$ cat config.mk
export PLATFORM = sky130hd
export DESIGN_NAME = mtsg_queue
export DESIGN_NICKNAME = d
export VERILOG_FILES = /design/src/sv/mtsg_pkg.sv /design/src/sv/mtsg_queue.sv
export SDC_FILE = /design/constraint.sdc
export NUM_CORES = 1
export LEC_CHECK = 0
export BUFFER_PORTS_ARGS = -buffer_cell sky130_fd_sc_hd__buf_4
export CAP_MARGIN = 20
export CORE_MARGIN = 5
export CORE_UTILIZATION = 56
export DETAILED_ROUTE_END_ITERATION = 8
export PLACE_DENSITY = 0.84
export SETUP_SLACK_MARGIN = 0.02
export SLEW_MARGIN = 30
export SYNTH_ARGS = -nofsm -noshare
export SYNTH_HDL_FRONTEND = slang
export SYNTH_SLANG_ARGS = --single-unit
$ cat constraint.sdc
create_clock -name clk -period 6.35 [get_ports clk]
set_input_delay 0.9525 -clock clk [delete_from_list [all_inputs] [get_ports clk]]
set_output_delay 0.9525 -clock clk [all_outputs]
set_load 0.02 [all_outputs]
$ cat src/sv/mtsg_pkg.sv
// Shared types and constants for the multimode test signal generator.
`timescale 1ns / 1ps

package mtsg_pkg;

    localparam int QUEUE_DEPTH = 2;
    localparam int QUEUE_PTR_W = $clog2(QUEUE_DEPTH);
    localparam int QUEUE_CNT_W = $clog2(QUEUE_DEPTH + 1);

    localparam int SAMPLE_W = 24;
    localparam int MAG_W = 17;

    typedef enum logic [1:0] {
        KIND_PASS = 2'd0,
        KIND_ZERO = 2'd1,
        KIND_TONE = 2'd2,
        KIND_TWO  = 2'd3
    } kind_t;

    typedef struct packed {
        kind_t                        kind;
        logic signed [SAMPLE_W-1:0]   in_i;
        logic signed [SAMPLE_W-1:0]   in_q;
    } sample_t;

    typedef struct packed {
        logic [MAG_W-1:0] one;
        logic [MAG_W-1:0] two;
    } mag_t;

endpackage

$ cat src/sv/mtsg_queue.sv
// Short request queue between the front and back sections.
`timescale 1ns / 1ps

module mtsg_queue #(
    parameter int WIDTH = 64
) (
    input  logic             clk,
    input  logic             rst_n,
    input  logic             push,
    input  logic [WIDTH-1:0] wr_data,
    output logic             wr_ready,
    output logic             rd_valid,
    input  logic             pop,
    output logic [WIDTH-1:0] rd_data
);

    localparam int PW = mtsg_pkg::QUEUE_PTR_W;
    localparam int CW = mtsg_pkg::QUEUE_CNT_W;

    logic [WIDTH-1:0] mem_reg [mtsg_pkg::QUEUE_DEPTH];
    logic [PW-1:0]    wr_ptr_reg, wr_ptr_next;
    logic [PW-1:0]    rd_ptr_reg, rd_ptr_next;
    logic [CW-1:0]    count_reg, count_next;

    assign wr_ready = (count_reg != CW'(mtsg_pkg::QUEUE_DEPTH));
    assign rd_valid = (count_reg != '0);
    assign rd_data  = mem_reg[rd_ptr_reg];

    always_comb
    begin
        wr_ptr_next = wr_ptr_reg;
        rd_ptr_next = rd_ptr_reg;
        count_next  = count_reg;
        if (push)
        begin
            wr_ptr_next = PW'(wr_ptr_reg + 1'b1);
        end
        if (pop)
        begin
            rd_ptr_next = PW'(rd_ptr_reg + 1'b1);
        end
        if (push && !pop)
        begin
            count_next = CW'(count_reg + 1'b1);
        end
        else if (pop && !push)
        begin
            count_next = CW'(count_reg - 1'b1);
        end
    end

    always_ff @(posedge clk or negedge rst_n)
    begin
        if (!rst_n)
        begin
            wr_ptr_reg <= '0;
            rd_ptr_reg <= '0;
            count_reg  <= '0;
        end
        else
        begin
            wr_ptr_reg <= wr_ptr_next;
            rd_ptr_reg <= rd_ptr_next;
            count_reg  <= count_next;
        end
    end

    always_ff @(posedge clk)
    begin
        if (push)
        begin
            mem_reg[wr_ptr_reg] <= wr_data;
        end
    end

endmodule

==> results.yml <==
die:
  die_w_um: 105
  io_pins: 134
  fp.dieH_um: 105
  core-area_mm2: 0.00872
  start_util_pct: 57.5
  rows: 34
  dieArea_mm2: 0.0109
logic_synthesis:
  avgSynthCellArea_um2: 23.3
  syn_nets: 284
  yosys.area.top_type: "edfxtp_1"
  ys_types: 15
  yosys-top-cells-area: "edfxtp_1 (77%), mux2_4 (15%), mux2_2 (3.1%)"
  synth_top_area_share_pct: 76.7
  synth-seq-cells: 132
  syn-instance-count: 215
  synth_seq_area_share_pct: 78.7
  syn_area_mm2: 0.00501
  ys_warn_count: 0
power:
  power_w: 0.00330
  pwr_density_cell_mw_per_mm2: 490
  ir_drop_v: 0.000300
  p_leak_nw: 2.70
sta:
  whs_ns: 0.249
  max_slew_margin_pct: 40.5
  clock_skew_ns: 0.00571
  slew_violations: 0
  post-route-period-util_pct: 48.6
  max_freq_mhz: 324
  layout_min_cycle_time_ns: 3.09
  rsz0062_at_grt: "no"
  setup_violations: 0
  hold_viol: 0
  setup-tns-final_ns: 0
  worst_slew_pin_slew_ns: 0.891
place:
  hpwlAfterDp_mm: 6.08
  dp.cells: 452
  finalWeightedCongestion: 0.706
  io_buffers: 133
clock_tree:
  numCtsBuffers: 17
  root_buffer: "clkbuf_8"
  cts_tree: "built"
  post-cts-setup-buffers: 0
  post_cts_resized: 0
  clk_pin_slew_ns: 0.06
  cts_num_sinks: 132
  cts-htree-levels: 4
  holdBufCountCts: 0
  clockBufferDepth: 2
  clk_latency_ns: 0.49
routing:
  dr.pass1.iters: 4
  post_drt_via_cell_ratio: 5.16
  routedWlPerCell_um: 19.0
  vias: 2487
  routed_wl_mm: 9.15
  final_antenna_net_count: 0
  drc: 0
  drtIter0Drc: 84
worst_setup_path:
  critical-path-slowest-cell: "dfrtp_4"
  cp_top_family: "flip-flops"
  start_kind: "register"
  setup.worst_path.class: "reg -> out"
  crit_path_cell_trace: "buf_16 -> mux2_2 -> buf_4"
  cp_num_buf_inv: 2
  cp-end-kind: "output pin"
  crit_fanout: 35
  required_ns: 5.40
  cp.arrival_ns: 2.14
  max_stage_delay_ns: 0.78
run_status:
  status: "finished clean"
global_routing:
  overflow: 0
  grt_pass1_vias: 2724
  antenna_found_initial: 0
  grt_pass1_wl_mm: 14.6
  grtUsageTotal_pct: 17.2
  grt_max_degree: 36
layout:
  largest_reg_flops: 128
  diodes: 0
  drive_gt1_share_pct: 62.3
  stdcell_count: 482
  area_growth_pct: 34.2
  final_cell_mix: "buf_4 (135), edfxtp_1 (128), mux2_4 (50)"
  final_common_cell: "buf_4"
  finalNetCount: 432
job:
  cap_violations: 0
hold_path:
  hp-class: "in -> async"
per-layer routing:
layer,part of all wire (%),vias up,track usage (%)
met4,1.5,0,5.39
li1,-,1142,-
met1,38,1233,21.1
met5,0,-,0
met3,8.6,11,6.10
met2,52,101,29.0
through the flow:
step	util, %	area [um2]	setup WS (ns)
floorplan	-	5010	2.09
global placement	70.0	6100	3.62
detailed placement	70.3	6130	3.57
CTS	77.2	6730	3.19
global route	77.2	6730	3.15
finish	77.2	6730	3.26
where the power goes:
group / internal (W) / switching [W]
registers: 0.00116 / 0.000104
logic: 0.000543 / 0.000519
clock network: 0.000633 / 0.000337
total: 0.00234 / 0.000959
layout make-up:
class                   count  area, um2
multi-input cells          75       1000
inverters                   1       3.75
repair buffers            136       1040
clock inverters            13        185
clock buffers              17        414
fillers                   484       1990
flip-flops and latches    132       3950
well taps                 108        135
final timing paths:
| kind | from | endpoint | slack [ns] | cells after the start |
|---|---|---|---|---|
| setup / recovery | rd_ptr_reg | rd_data[35] | 3.26 | 3 |
| setup reg to reg | wr_ptr_reg | mem_reg[0][49] | 4.27 | 2 |
| hold / removal | rst_n | wr_ptr_reg | 0.25 | 1 |
| hold reg to reg | count_reg[1] | count_reg[1] | 0.53 | 1 |
| max in group asynchronous | rst_n | rd_ptr_reg | 5.98 | 1 |
| min in group clk | count_reg[1] | count_reg[1] | 0.53 | 1 |
cells in the mapped netlist, drive strengths merged:
master,n
inv,1
ha,1
and2,1
nand2b,1
nor2,1
edfxtp,128
xnor2,1
xor2,4
nor2b,1
buf,7
or2,1
mux2,64
dfrtp,4
cells by family (layout without fill, tap and decap cells):
family                   count (synthesis)  after routing  share of synthesized area, %
flip-flops                             132            132                          78.7
multiplexers                            64             64                          18.1
buffers and inverters                    8            167                          1.52
XOR/XNOR                                 5              5                         0.873
AND/OR/NAND/NOR                          5              5                         0.574
adder cells (fa/ha/maj)                  1              1                         0.250
(Power assumes the default switching activity.)
