$ cat src/sv/mtsg_pkg.sv
// Shared types and constants for the multimode test signal generator.
`timescale 1ns / 1ps

package mtsg_pkg;

    localparam int QUEUE_DEPTH = 2;
    localparam int QUEUE_PTR_W = $clog2(QUEUE_DEPTH);
    localparam int QUEUE_CNT_W = $clog2(QUEUE_DEPTH + 1);

    localparam int SAMPLE_W = 24;
    localparam int MAG_W = 17;

    typedef enum logic [1:0] {
        KIND_PASS = 2'd0,
        KIND_ZERO = 2'd1,
        KIND_TONE = 2'd2,
        KIND_TWO  = 2'd3
    } kind_t;

    typedef struct packed {
        kind_t                        kind;
        logic signed [SAMPLE_W-1:0]   in_i;
        logic signed [SAMPLE_W-1:0]   in_q;
    } sample_t;

    typedef struct packed {
        logic [MAG_W-1:0] one;
        logic [MAG_W-1:0] two;
    } mag_t;

endpackage

$ cat src/sv/mtsg_front.sv
// Front section: configuration registers, phase accumulators and request classification.
`timescale 1ns / 1ps

module mtsg_front #(
    parameter int PHASE_BITS = 32,
    parameter int TABLE_BITS = 10
) (
    input  logic                     clk,
    input  logic                     rst_n,
    input  logic                     cfg_valid,
    output logic                     cfg_ready,
    input  logic [3:0]               cfg_index,
    input  logic [31:0]              cfg_data,
    input  logic                     in_valid,
    output logic                     in_ready,
    input  logic signed [23:0]       in_i,
    input  logic signed [23:0]       in_q,
    input  logic                     q_ready,
    output logic                     q_push,
    output mtsg_pkg::sample_t        q_entry,
    output logic [TABLE_BITS-1:0]    q_idx_one,
    output logic [TABLE_BITS-1:0]    q_idx_two,
    output mtsg_pkg::mag_t           mag
);

    localparam logic [3:0] REG_RUN      = 4'd0;
    localparam logic [3:0] REG_MODE     = 4'd1;
    localparam logic [3:0] REG_STEP_ONE = 4'd2;
    localparam logic [3:0] REG_STEP_TWO = 4'd3;
    localparam logic [3:0] REG_CHIRP    = 4'd4;
    localparam logic [3:0] REG_MAG_ONE  = 4'd5;
    localparam logic [3:0] REG_MAG_TWO  = 4'd6;

    localparam logic [2:0] MODE_TONE  = 3'd0;
    localparam logic [2:0] MODE_TWO   = 3'd1;
    localparam logic [2:0] MODE_SWEEP = 3'd3;

    localparam logic [31:0] RST_STEP_ONE = 32'd89478485;
    localparam logic [16:0] RST_MAG_ONE  = 17'd65536;
    localparam logic [16:0] RST_MAG_TWO  = 17'd32768;

    logic                  run_reg, run_next;
    logic [2:0]            mode_reg, mode_next;
    logic [31:0]           step_one_reg, step_one_next;
    logic [31:0]           step_two_reg, step_two_next;
    logic [31:0]           chirp_reg, chirp_next;
    logic [16:0]           mag_one_reg, mag_one_next;
    logic [16:0]           mag_two_reg, mag_two_next;
    logic [PHASE_BITS-1:0] phase_one_reg, phase_one_next;
    logic [PHASE_BITS-1:0] phase_two_reg, phase_two_next;
    logic [47:0]           sweep_reg, sweep_next;
    logic [47:0]           sweep_sum;
    logic                  listed;

    assign cfg_ready = 1'b1;
    assign in_ready  = q_ready;
    assign q_push    = in_valid && q_ready;
    assign listed    = (cfg_index <= REG_MAG_TWO);
    assign sweep_sum = sweep_reg + {{16{chirp_reg[31]}}, chirp_reg};

    assign q_idx_one = phase_one_reg[PHASE_BITS-1 -: TABLE_BITS];
    assign q_idx_two = phase_two_reg[PHASE_BITS-1 -: TABLE_BITS];
    assign mag.one   = mag_one_reg;
    assign mag.two   = mag_two_reg;

    always_comb
    begin
        q_entry.in_i = in_i;
        q_entry.in_q = in_q;
        if (!run_reg)
        begin
            q_entry.kind = mtsg_pkg::KIND_PASS;
        end
        else if (mode_reg inside {MODE_TONE, MODE_SWEEP})
        begin
            q_entry.kind = mtsg_pkg::KIND_TONE;
        end
        else if (mode_reg == MODE_TWO)
        begin
            q_entry.kind = mtsg_pkg::KIND_TWO;
        end
        else
        begin
            q_entry.kind = mtsg_pkg::KIND_ZERO;
        end
    end

    always_comb
    begin
        run_next       = run_reg;
        mode_next      = mode_reg;
        step_one_next  = step_one_reg;
        step_two_next  = step_two_reg;
        chirp_next     = chirp_reg;
        mag_one_next   = mag_one_reg;
        mag_two_next   = mag_two_reg;
        phase_one_next = phase_one_reg;
        phase_two_next = phase_two_reg;
        sweep_next     = sweep_reg;
        if (cfg_valid)
        begin
            case (cfg_index)
                REG_RUN:      run_next      = cfg_data[0];
                REG_MODE:     mode_next     = cfg_data[2:0];
                REG_STEP_ONE: step_one_next = cfg_data;
                REG_STEP_TWO: step_two_next = cfg_data;
                REG_CHIRP:    chirp_next    = cfg_data;
                REG_MAG_ONE:  mag_one_next  = cfg_data[16:0];
                REG_MAG_TWO:  mag_two_next  = cfg_data[16:0];
                default:      ;
            endcase
        end
        if (cfg_valid && listed)
        begin
            phase_one_next = '0;
            phase_two_next = '0;
            sweep_next     = {step_one_next, 16'h0000};
        end
        else if (q_push && run_reg)
        begin
            case (mode_reg)
                MODE_TONE:
                begin
                    phase_one_next = phase_one_reg + step_one_reg[PHASE_BITS-1:0];
                end
                MODE_TWO:
                begin
                    phase_one_next = phase_one_reg + step_one_reg[PHASE_BITS-1:0];
                    phase_two_next = phase_two_reg + step_two_reg[PHASE_BITS-1:0];
                end
                MODE_SWEEP:
                begin
                    phase_one_next = phase_one_reg + sweep_reg[16 +: PHASE_BITS];
                    if ($signed(sweep_sum) > $signed({step_two_reg, 16'h0000}))
                    begin
                        sweep_next = {step_one_reg, 16'h0000};
                    end
                    else
                    begin
                        sweep_next = sweep_sum;
                    end
                end
                default: ;
            endcase
        end
    end

    always_ff @(posedge clk or negedge rst_n)
    begin
        if (!rst_n)
        begin
            run_reg       <= 1'b0;
            mode_reg      <= '0;
            step_one_reg  <= RST_STEP_ONE;
            step_two_reg  <= '0;
            chirp_reg     <= '0;
            mag_one_reg   <= RST_MAG_ONE;
            mag_two_reg   <= RST_MAG_TWO;
            phase_one_reg <= '0;
            phase_two_reg <= '0;
            sweep_reg     <= {RST_STEP_ONE, 16'h0000};
        end
        else
        begin
            run_reg       <= run_next;
            mode_reg      <= mode_next;
            step_one_reg  <= step_one_next;
            step_two_reg  <= step_two_next;
            chirp_reg     <= chirp_next;
            mag_one_reg   <= mag_one_next;
            mag_two_reg   <= mag_two_next;
            phase_one_reg <= phase_one_next;
            phase_two_reg <= phase_two_next;
            sweep_reg     <= sweep_next;
        end
    end

endmodule

$ cat config.mk
export PLATFORM = sky130hd
export DESIGN_NAME = mtsg_front
export DESIGN_NICKNAME = d
export VERILOG_FILES = /design/src/sv/mtsg_pkg.sv /design/src/sv/mtsg_front.sv
export SDC_FILE = /design/constraint.sdc
export NUM_CORES = 1
export LEC_CHECK = 0
export BUFFER_PORTS_ARGS = -buffer_cell sky130_fd_sc_hd__buf_2
export CAP_MARGIN = 20
export CORE_ASPECT_RATIO = 1.75
export CORE_MARGIN = 10
export CORE_UTILIZATION = 41
export CTS_BUF_LIST = sky130_fd_sc_hd__clkbuf_4 sky130_fd_sc_hd__clkbuf_8
export CTS_CLUSTER_SIZE = 16
export DETAILED_ROUTE_END_ITERATION = 10
export HOLD_SLACK_MARGIN = 0.05
export PLACE_DENSITY = 0.66
export SYNTH_ARGS = -nofsm -noshare
export SYNTH_HDL_FRONTEND = slang
export SYNTH_SLANG_ARGS = --single-unit
$ cat constraint.sdc
create_clock -name clk -period 5.6 [get_ports clk]
set_input_delay 0.84 -clock clk [delete_from_list [all_inputs] [get_ports clk]]
set_output_delay 0.84 -clock clk [all_outputs]
set_load 0.05 [all_outputs]
==> qor.yml <==
outcome:
  status: "complete, no violations"
cells_and_area:
  syn_to_final_growth_pct: 14.1
  final_area_sq_mm: 0.0199
  largest_reg_flops: 48
  layout.nets: 2238
  drive_above_1_share_pct: 25.7
setup_path:
  path_max_fanout: 8
  crit_start: "sweep_reg[12]$_DFFE_PN0P_"
  path_buf_inv: 3
  path_class: "register to register"
  cp_top_family: "compound AO/OA/AOI/OAI gates"
  cp.arrival_ns: 6.01
  required_ns: 6.10
  start_kind: "register"
  slowest_delay_ns: 0.69
  reg2reg_to: "sweep_reg[14]$_DFFE_PN0P_"
  reg2reg_depth: 18
  reg2reg_slack_ns: 0.1
  cp_num_cells: 18
  r2r-start: "sweep_reg[12]$_DFFE_PN0P_"
  cp_cell_sequence: "ha_1 -> o21a_1 -> o211ai_1 -> or4_1 -> o21ai_2 -> a211oi_4 -> buf_4 -> xnor2_1 -> ha_1 -> nand4_1 -> nor2_1 -> a221o_1 -> o31ai_1 -> o2bb2ai_1 -> buf_4 -> o21ai_1 -> buf_12 -> o31ai_1"
  endpoint_kind: "register"
  crit_path_end: "sweep_reg[14]$_DFFE_PN0P_"
  cp_slowest_cell: "xnor2_1"
sta:
  period_minus_slack_ns: 5.50
  tightest_slew_ns: 1.10
  drv_slew: 0
  clock_skew_ns: 0.0390
  whs_ns: 0.218
  min_period_over_period_pct: 98.2
  fmaxAchievable_mhz: 182
  rsz0062_at_grt: "no"
  max_slew_margin_pct: 26.3
  fin_setup_tns_ns: 0
  setup_viol: 0
  hold_violations: 0
yosys:
  yosys.area.top_type: "dfrtp_1"
  yosysMostFrequentCell: "nand2_1"
  synth_fp_nets: 2119
  synth_flop_cell: "dfrtp_1"
  synth_top_area_share_pct: 30.9
  synth_edf_count: 0
  synth_commonest_cells: "222 x nand2_1, 216 x dfrtp_1, 150 x a21oi_1"
  async_flop_share_pct: 100
  yosys_warnings: 0
  ys_types: 78
  syn_inst: 1886
  syn_avg_cell_area_sq_um: 9.27
  ys_top_cells_by_area: "dfrtp_1 31%, ha_1 10%, mux2_2 8.8%"
  synth_area_sq_mm: 0.0175
  synth_seq_cells: 246
  ys_seq_area_share_pct: 35.4
clock_tree:
  cts_tree: "done"
  root_buffer: "clkbuf_8"
  clock_sinks: 246
  path_clk_slew_ns: 0.07
  cts_max_path_buffers: 3
  clk_latency_ns: 0.61
  htree_num_levels: 2
  cts_buffers: 41
global_route:
  grt_usage_pct: 22.2
  gr-max-usage-layer: "met2"
  grt_pass1_vias: 15485
  use_met2_pct: 40.0
  grt.overflow.total: 0
  grt_util_met1_pct: 23.0
  grt_pass1_wl_um: 89700
  grt_max_degree: 116
  use_met3_pct: 2.99
  antenna_found_initial: 1
placement:
  dpl_cell_area_sq_mm: 0.0188
  portBuffers: 98
  gp_congestion: 1.05
  dp_hpwl_um: 45400
pwr:
  power_mw: 9.08
  peakVddDrop_uv: 279
  power.density_mw_per_mm2: 455
  p_leak_nw: 9.46
die:
  die_h_um: 293
  core-area_sq_mm: 0.0424
  fp-row-count: 100
  initial_core_util_pct: 41.2
  die_w_um: 176
  design.die.area_sq_mm: 0.0516
  io_pins: 196
route:
  routed_wl_um: 58900
  wire_per_inst_um: 22.7
  ant_nets: 0
  via_per_inst: 5.84
  vias: 15192
  drc: 0
  dr.first_iter.drc_count: 988
  first_pass_iters: 5
min_path:
  hp-class: "input pin to async pin"
job:
  maxCapViolations: 0
## worst min path at each step
| stage | depth (start not counted) | slack, ns | end | from |
|---|---|---|---|---|
| 6_report | 1 | 0.22 | mag_two_reg[5]$_DFFE_PN0P_ | rst_n |
| 2_1_floorplan | 2 | 0.45 | sweep_reg[10]$_DFFE_PN0P_ | sweep_reg[10]$_DFFE_PN0P_ |
| 5_1_grt | 1 | 0.27 | mag_two_reg[11]$_DFFE_PN0P_ | rst_n |
| 4_1_cts | 1 | 0.22 | mag_two_reg[9]$_DFFE_PN0P_ | rst_n |
| 3_3_place_gp | 2 | 0.47 | sweep_reg[8]$_DFFE_PN0P_ | sweep_reg[8]$_DFFE_PN0P_ |
| 3_5_place_dp | 2 | 0.48 | sweep_reg[10]$_DFFE_PN0P_ | sweep_reg[10]$_DFFE_PN0P_ |
## cell usage in the layout, fill, tap and decap left out, types with 6 or more instances in the layout
master / Yosys / layout
clkbuf_4: 0 / 8
nor3_1: 36 / 35
nor4_1: 9 / 6
clkinv_2: 0 / 11
a21o_1: 55 / 55
a211oi_1: 30 / 28
xor2_1: 31 / 31
and3_1: 20 / 18
nand2b_1: 6 / 6
o211ai_1: 32 / 32
mux2_2: 137 / 137
ha_1: 141 / 140
o31ai_1: 10 / 10
a21bo_2: 6 / 6
mux2i_1: 21 / 21
clkbuf_8: 0 / 52
inv_1: 64 / 64
nand3b_1: 7 / 7
xnor2_1: 49 / 48
a22o_1: 7 / 7
buf_4: 70 / 116
or2_2: 9 / 9
nand2_1: 222 / 222
a211o_1: 15 / 15
or3_1: 14 / 14
o21bai_1: 17 / 16
nand4_1: 21 / 21
and2_1: 12 / 11
a31oi_1: 22 / 21
nand3_1: 63 / 61
o21ai_0: 96 / 93
nor2b_1: 9 / 9
buf_2: 5 / 97
o21a_1: 23 / 23
nor2_1: 76 / 75
a21oi_1: 150 / 148
dfrtp_1: 216 / 216
dfstp_2: 30 / 30
## cell families (layout without fill, tap and decap cells)
group / Yosys count / in the layout / share of synthesized area [%]
compound gates: 525 / 525 / 19.9
simple gates: 524 / 524 / 14.1
flops: 246 / 246 / 35.4
buf+inv: 207 / 359 / 5.99
mux: 159 / 159 / 10.1
fa+ha+maj: 144 / 144 / 10.4
xor+xnor: 80 / 80 / 4.01
other cells: 1 / 2 / 0.0215
## final cells by class
cell class,count,area (sq um)
Antenna cell,1,2.50
Clock buffer,60,776
Clock inverter,16,149
Fill cell,3991,22500
Inverter,64,240
Multi-Input combinational cell,1433,10400
Sequential cell,246,6190
Tap cell,561,702
Timing Repair Buffer,219,1470
## timing repair
item                       CTS  global route
buffers inserted             0             6
hold buffers                 0             0
gates resized for setup      0            32
setup endpoints to repair    0            47
## stage by stage
step	util, %	setup WS, ns	std cells
detailed placement	44.4	0.0609	2517
global placement	44.4	0.0726	2517
finish	47.0	0.0983	2600
global route	47.0	0.00125	2600
floorplan	-	0.652	1886
CTS	46.6	0.00223	2593
## layer usage
metal | up-vias | wire length (um)
met1 | 7476 | 21300
li1 | 7067 | -
met4 | 0 | 4640
met5 | - | 0
met3 | 214 | 2460
met2 | 435 | 30500
## power by group
group | internal (mW) | switching [mW] | leakage, nW | total, mW
Sequential | 2.17 | 0.288 | 3.08 | 2.45
Combinational | 1.98 | 2.82 | 5.89 | 4.80
Clock | 0.998 | 0.825 | 0.500 | 1.82
(Power assumes the default switching activity.)
